$ cat config.mk
export PLATFORM = sky130hd
export DESIGN_NAME = tcg_ctrl
export DESIGN_NICKNAME = d
export VERILOG_FILES = /design/src/rtl/core/terminal_character_grid_unit_assert.svh /design/src/rtl/core/tcg_pkg.sv /design/src/rtl/core/tcg_ctrl.sv
export SDC_FILE = /design/constraint.sdc
export NUM_CORES = 1
export LEC_CHECK = 0
export ABC_AREA = 1
export BUFFER_PORTS_ARGS = -buffer_cell sky130_fd_sc_hd__buf_2
export CORE_AREA = 2 2 39 41
export CTS_CLUSTER_SIZE = 28
export DETAILED_ROUTE_END_ITERATION = 10
export DIE_AREA = 0 0 41 43
export PLACE_DENSITY_LB_ADDON = 0.15
export SYNTH_ARGS = -nofsm -noshare
export SYNTH_HDL_FRONTEND = slang
export SYNTH_SLANG_ARGS = --single-unit
$ cat constraint.sdc
create_clock -name i_clk -period 1.4 [get_ports i_clk]
set_input_delay 0.21 -clock i_clk [delete_from_list [all_inputs] [get_ports i_clk]]
set_output_delay 0.21 -clock i_clk [all_outputs]
set_load 0.01 [all_outputs]
$ cat src/rtl/core/terminal_character_grid_unit_assert.svh
// Assertion macros for the terminal character grid unit
`ifndef TERMINAL_CHARACTER_GRID_UNIT_ASSERT_SVH
`define TERMINAL_CHARACTER_GRID_UNIT_ASSERT_SVH

// check under reset gating
`define TCG_ASSERT(lbl, prop, msg) \
    lbl: assert property (@(posedge i_clk) disable iff (!i_rst_n) prop) else $error(msg);

// check that also holds through reset
`define TCG_ASSERT_ALWAYS(lbl, prop, msg) \
    lbl: assert property (@(posedge i_clk) prop) else $error(msg);

`endif

$ cat src/rtl/core/tcg_pkg.sv
// Shared types and constants of the terminal character grid unit
package tcg_pkg;

    localparam int ROWS_DEF = 32;
    localparam int COLS_DEF = 128;
    localparam int TAB_DEF  = 8;

    localparam int ROWS_RST = 24;
    localparam int COLS_RST = 80;

    localparam int MODE_W  = 4;
    localparam int ROW_W   = 5;
    localparam int COL_W   = 7;
    localparam int CP_W    = 21;
    localparam int COLOR_W = 8;
    localparam int LINES_W = 6;
    localparam int KIND_W  = 2;
    localparam int AROWS_W = 6;
    localparam int ACOLS_W = 8;
    localparam int CFG_W   = 8;
    localparam int CELL_W  = CP_W + 2 * COLOR_W + 3;
    localparam int CMPW    = 10;

    localparam logic [CP_W-1:0]   BLANK_CP   = CP_W'(32);
    localparam logic [CELL_W-1:0] BLANK_CELL = {BLANK_CP, {(CELL_W - CP_W){1'b0}}};

    typedef enum logic [0:0] {
        CFG_ACTIVE_ROWS,
        CFG_ACTIVE_COLS
    } t_cfg_idx;

    typedef enum logic [MODE_W-1:0] {
        MODE_PUT, MODE_NL, MODE_CR, MODE_BS, MODE_TAB, MODE_RI, MODE_MOVE,
        MODE_SET, MODE_GET, MODE_CLEAR, MODE_CLROW, MODE_SU, MODE_SD,
        MODE_ED, MODE_EL
    } t_mode;

    typedef enum logic [2:0] {
        S_CLEAR, S_IDLE, S_EXEC, S_WALK, S_SU_WALK, S_SD_TOP, S_SD_WALK, S_DONE
    } t_state;

    typedef enum logic [1:0] {
        PLAN_DONE, PLAN_WALK, PLAN_SCROLL_UP, PLAN_SCROLL_DN
    } t_plan;

    typedef struct packed {
        logic accept_en;
        logic ld_in;
        logic exec;
        logic walk_step;
        logic row0_ld;
        logic top_inc;
        logic top_dec;
        logic cnt_dec;
        logic clr_step;
        logic out_load;
    } t_cmd;

    typedef struct packed {
        t_plan plan;
        logic  walk_last;
        logic  cnt_one;
        logic  clr_last;
        logic  out_free;
    } t_stat;

endpackage

$ cat src/rtl/core/tcg_ctrl.sv
// Command sequencer of the terminal character grid unit
module tcg_ctrl import tcg_pkg::*; (
    input  logic  i_clk,
    input  logic  i_rst_n,
    input  logic  i_in_valid,
    input  logic  i_cfg_we,
    input  t_stat i_st,
    output t_cmd  o_cmd
);

    t_state r_state, n_state;

    always_ff @(posedge i_clk) begin
        if (!i_rst_n) begin
            r_state <= S_CLEAR;
        end else begin
            r_state <= n_state;
        end
    end

    always_comb begin
        n_state = r_state;
        unique case (r_state)
            S_CLEAR: begin
                if (i_st.clr_last) n_state = S_IDLE;
            end
            S_IDLE: begin
                if (i_in_valid) n_state = S_EXEC;
            end
            S_EXEC: begin
                unique case (i_st.plan)
                    PLAN_DONE:      n_state = S_DONE;
                    PLAN_WALK:      n_state = S_WALK;
                    PLAN_SCROLL_UP: n_state = S_SU_WALK;
                    PLAN_SCROLL_DN: n_state = S_SD_TOP;
                    default:        n_state = S_DONE;
                endcase
            end
            S_WALK: begin
                if (i_st.walk_last) n_state = S_DONE;
            end
            S_SU_WALK: begin
                if (i_st.walk_last && i_st.cnt_one) n_state = S_DONE;
            end
            S_SD_TOP: begin
                n_state = S_SD_WALK;
            end
            S_SD_WALK: begin
                if (i_st.walk_last) n_state = i_st.cnt_one ? S_DONE : S_SD_TOP;
            end
            S_DONE: begin
                if (i_st.out_free) n_state = S_IDLE;
            end
            default: n_state = S_CLEAR;
        endcase
        if (i_cfg_we) n_state = S_CLEAR;
    end

    always_comb begin
        o_cmd = '0;
        unique case (r_state)
            S_CLEAR: begin
                o_cmd.clr_step = 1'b1;
            end
            S_IDLE: begin
                o_cmd.accept_en = 1'b1;
                o_cmd.ld_in     = i_in_valid;
            end
            S_EXEC: begin
                o_cmd.exec = 1'b1;
            end
            S_WALK: begin
                o_cmd.walk_step = 1'b1;
            end
            S_SU_WALK: begin
                o_cmd.walk_step = 1'b1;
                o_cmd.top_inc   = i_st.walk_last;
                o_cmd.cnt_dec   = i_st.walk_last;
                o_cmd.row0_ld   = i_st.walk_last;
            end
            S_SD_TOP: begin
                o_cmd.top_dec = 1'b1;
                o_cmd.row0_ld = 1'b1;
            end
            S_SD_WALK: begin
                o_cmd.walk_step = 1'b1;
                o_cmd.cnt_dec   = i_st.walk_last;
            end
            S_DONE: begin
                o_cmd.out_load = i_st.out_free;
            end
            default: o_cmd = '0;
        endcase
    end

endmodule

==> metrics.md <==
| Metric | Value |
|---|---|
| Reg-to-Reg End | r_state[1] |
| Total of fill cells in the finished design | roughly 160 |
| Reg2reg setup slack | ~0.26 ns |
| Number of warning messages in the yosys log | 0 |
| Vias per cell | 4.46 |
| Status | complete, no violations |
| Final cell count without fillers | 104 |
| Data arrival at the endpoint of the critical path | 1.10 ns |
| #FFs+latches synth | 3 |
| Flip-flop count of the largest register after layout | 3 |
| Final setup fails | 0 |
| Global-route wire length before repair | 1.45 mm |
| Core area | 1380 um2 |
| Buffers from clock root to sink, at most | 2 |
| Average wire length per cell after detail routing | 8.38 um |
| Starting density of the core | 29.7% |
| Unique cell type count in the Yosys netlist | 22 |
| Count of nets after finishing | roughly 100 |
| Slowest CP cell | sky130_fd_sc_hd__dfxtp_4 |
| Routability congestion estimate | between 0.7 and 0.8 |
| Pre-antenna DRT Iters | 4 |
| Post-layout worst setup margin | around 0.093 ns |
| Via count of the routed design | about 460 |
| DRT antenna net count | 0 |
| Largest net degree at the start of global routing | 11 |
| Worst hold path stage count | 4 |
| Fraction of post-synthesis cell area in the top cell type by area | between 10% and 20% |
| Final HPWL DP | just over 700 um |
| Count of clock tree sinks | 3 |
| Ratio of total power to cell area | between 800 and 900 nW/um2 |
| GRT overflow | 0 |
| Rows | 14 |
| Die width | 41 um |
| Final hold violation count | 0 |
| Total inserted antenna cells | 0 |
| Time the worst path needs with I/O delays and setup | around 1.3 ns |
| Unrepaired setup endpoints after global routing | false |
| Vias in the first global route | 383 |
| Level count of the clock H-tree | 1 |
| Critical setup path kind | reg -> out |
| Clock-pin transition on the worst setup and hold timing paths | ~0.04 ns |
| Area leader, netlist | sky130_fd_sc_hd__dfxtp_1 |
| Total area of sequential cells | ~66 um2 |
| Peak ir drop on the vdd network | 0.000499 V |
| Crit-path max cell delay | 0.39 ns |
| Worst setup EP type | output pin |
| Leakage power | ~0.32 nW |
| Post-layout total power | ~470 uW |
| Worst-skew pair later-pin latency | between 0.2 and 0.25 ns |
| Number of post-CTS setup repair buffers | 0 |
| Synthesis-to-finish area growth | 33.1% |
| Multi-input logic area | ~290 um2 |
| Top Registers | r_state (3) |
| Post-synthesis average cell area | a little over 6 um2 |
| Total standard cell area after synthesis | around 410 um2 |
| CTS tree | built |
| Tightest Pin Transition | ~0.22 ns |
| Number of antenna violations at the first check in global routing | 0 |
| Endpoint of the worst hold-timing path | r_state[0] |
| Reg with most FFs | r_state |
| Data required time of the worst path | 1.19 ns |
| Number of DRC markers in iteration 0 | 5 |
| Number of top-level pins | 20 |
| Sequence of cells on the critical path | inv_4 -> nor2_2 -> nand2_1 -> o22ai_1 -> buf_2 |
| Proportion of layout cells with a drive suffix above 1 | around 53% |
| Final setup TNS | 0 ns |
| Sequential element share of the synthesized area | between 10 and 15% |
| Worst hold-check slack | approximately 0.29 ns |
| Die area | approximately 1800 um2 |
| Max Freq | around 760 MHz |
| DP Cell Count | 100 |
| Pins over their slew limit | 0 |
| Number of design rule violations left after detail routing | 0 |
| Post-Route Skew | 0.00534 ns |
| Post-Place Worst Slack | 0.126 ns |
| Number of cells produced by synthesis | between 60 and 70 |
| Startpoint type of the worst setup path | register |
| Vertical extent of the die | 43 um |
| Hold Startpoint | i_cfg_we |
| Critical Path Fanout Max | 7 |
| Final cycle utilization of the critical path | a little over 90% |
| Top area cells in the synthesized netlist | sky130_fd_sc_hd__dfxtp_1 (15%), sky130_fd_sc_hd__nand2_1 (14%), sky130_fd_sc_hd__nor2_2 (11%) |
| Slew margin rel. | 85.6% |
| Worst min path class | in -> reg |
| Number of maximum-capacitance violations | 0 |
| Total wirelength of the detailed-routed design | around 870 um |
| Clock buffers created by TritonCTS | 3 |
| IO Port Bufs | 19 |
| Mapped Nets | 76 |
| Depth of the worst register-to-register path | 9 |
| Global routing usage summed across all routing layers | a little under an eighth |
| Clock root buffer | sky130_fd_sc_hd__clkbuf_4 |
| Start of the worst register-to-register path | r_state[0] |
layout make-up:
type / count / share of cell area [%]
multi-input combinational: 49 / 52.3
timing repair buffer: 19 / 17.4
sequential: 3 / 12.1
inverter: 13 / 9.82
clock buffer: 4 / 4.79
tap: 16 / 3.65
worst max-delay path: cells and delay by family (launching register included):
| kind | cells | cell delay [ns] |
|---|---|---|
| AOI/OAI and AO/OA | 1 | 0.10 |
| buffers and inverters | 2 | 0.22 |
| DFF | 1 | 0.39 |
| and+or+nand+nor | 2 | 0.16 |
worst max-delay path by stage:
stage | start | to
6_report | r_state[2] | o_cmd[5]
5_1_grt | r_state[2] | o_cmd[5]
3_5_place_dp | r_state[0] | r_state[1]
2_1_floorplan | r_state[1] | r_state[0]
3_3_place_gp | r_state[2] | r_state[2]
4_1_cts | r_state[1] | o_cmd[6]
what timing repair did:
action	4_1_cts	5_1_grt
endpoints found under the setup margin	5	5
gates resized for setup	2	2
hold buffers	0	0
cloned	0	0
where the power goes:
part	internal, mW	leakage [nW]	switching [mW]
Sequential	0.0965	0.0261	0.0233
Combinational	0.0822	0.281	0.116
Clock	0.107	0.0150	0.0470
placed cells by master (no fill, tap or decap), drive strengths merged:
cell / n
nand2: 18
nand3: 4
buf: 19
a31o: 1
inv: 13
dfxtp: 3
a21boi: 1
clkbuf: 4
a21oi: 1
nor2: 20
o21ai: 1
o22ai: 1
nor3: 2
cell families after synthesis:
kind of cell | share of synthesized area [%]
flops | 14.6
simple gates | 61.7
buf+inv | 15.8
compound gates | 7.90
cells in the mapped netlist:
cell / instances
sky130_fd_sc_hd__nor3_2: 1
sky130_fd_sc_hd__nand2_4: 2
sky130_fd_sc_hd__nand2_2: 1
sky130_fd_sc_hd__inv_1: 7
sky130_fd_sc_hd__nand3_2: 1
sky130_fd_sc_hd__nand3_1: 2
sky130_fd_sc_hd__inv_2: 4
sky130_fd_sc_hd__o22ai_1: 1
sky130_fd_sc_hd__nand3_4: 1
sky130_fd_sc_hd__nand2_1: 15
sky130_fd_sc_hd__nor3_1: 1
sky130_fd_sc_hd__a21boi_0: 1
sky130_fd_sc_hd__a31o_2: 1
sky130_fd_sc_hd__o21ai_0: 1
sky130_fd_sc_hd__nor2_1: 11
sky130_fd_sc_hd__nor2_4: 1
sky130_fd_sc_hd__inv_4: 2
sky130_fd_sc_hd__dfxtp_1: 3
sky130_fd_sc_hd__a21oi_1: 1
sky130_fd_sc_hd__buf_6: 1
sky130_fd_sc_hd__nor2_2: 7
sky130_fd_sc_hd__nor2_8: 1
layer usage:
metal	vias up	global-route usage [%]	part of all wire, %
li1	244	-	-
met4	0	2.00	0
met2	17	17.8	50
met1	203	14.7	44
met5	-	0	0
met3	0	6.28	6.5
per-stage QoR:
step	util (%)	cell area, um2
after floorplan	-	412
after global placement	37.3	515
after detailed placement	37.3	515
after CTS	39.3	544
after global routing	39.6	548
final	39.6	548
Power figures use the tool's default switching activity.
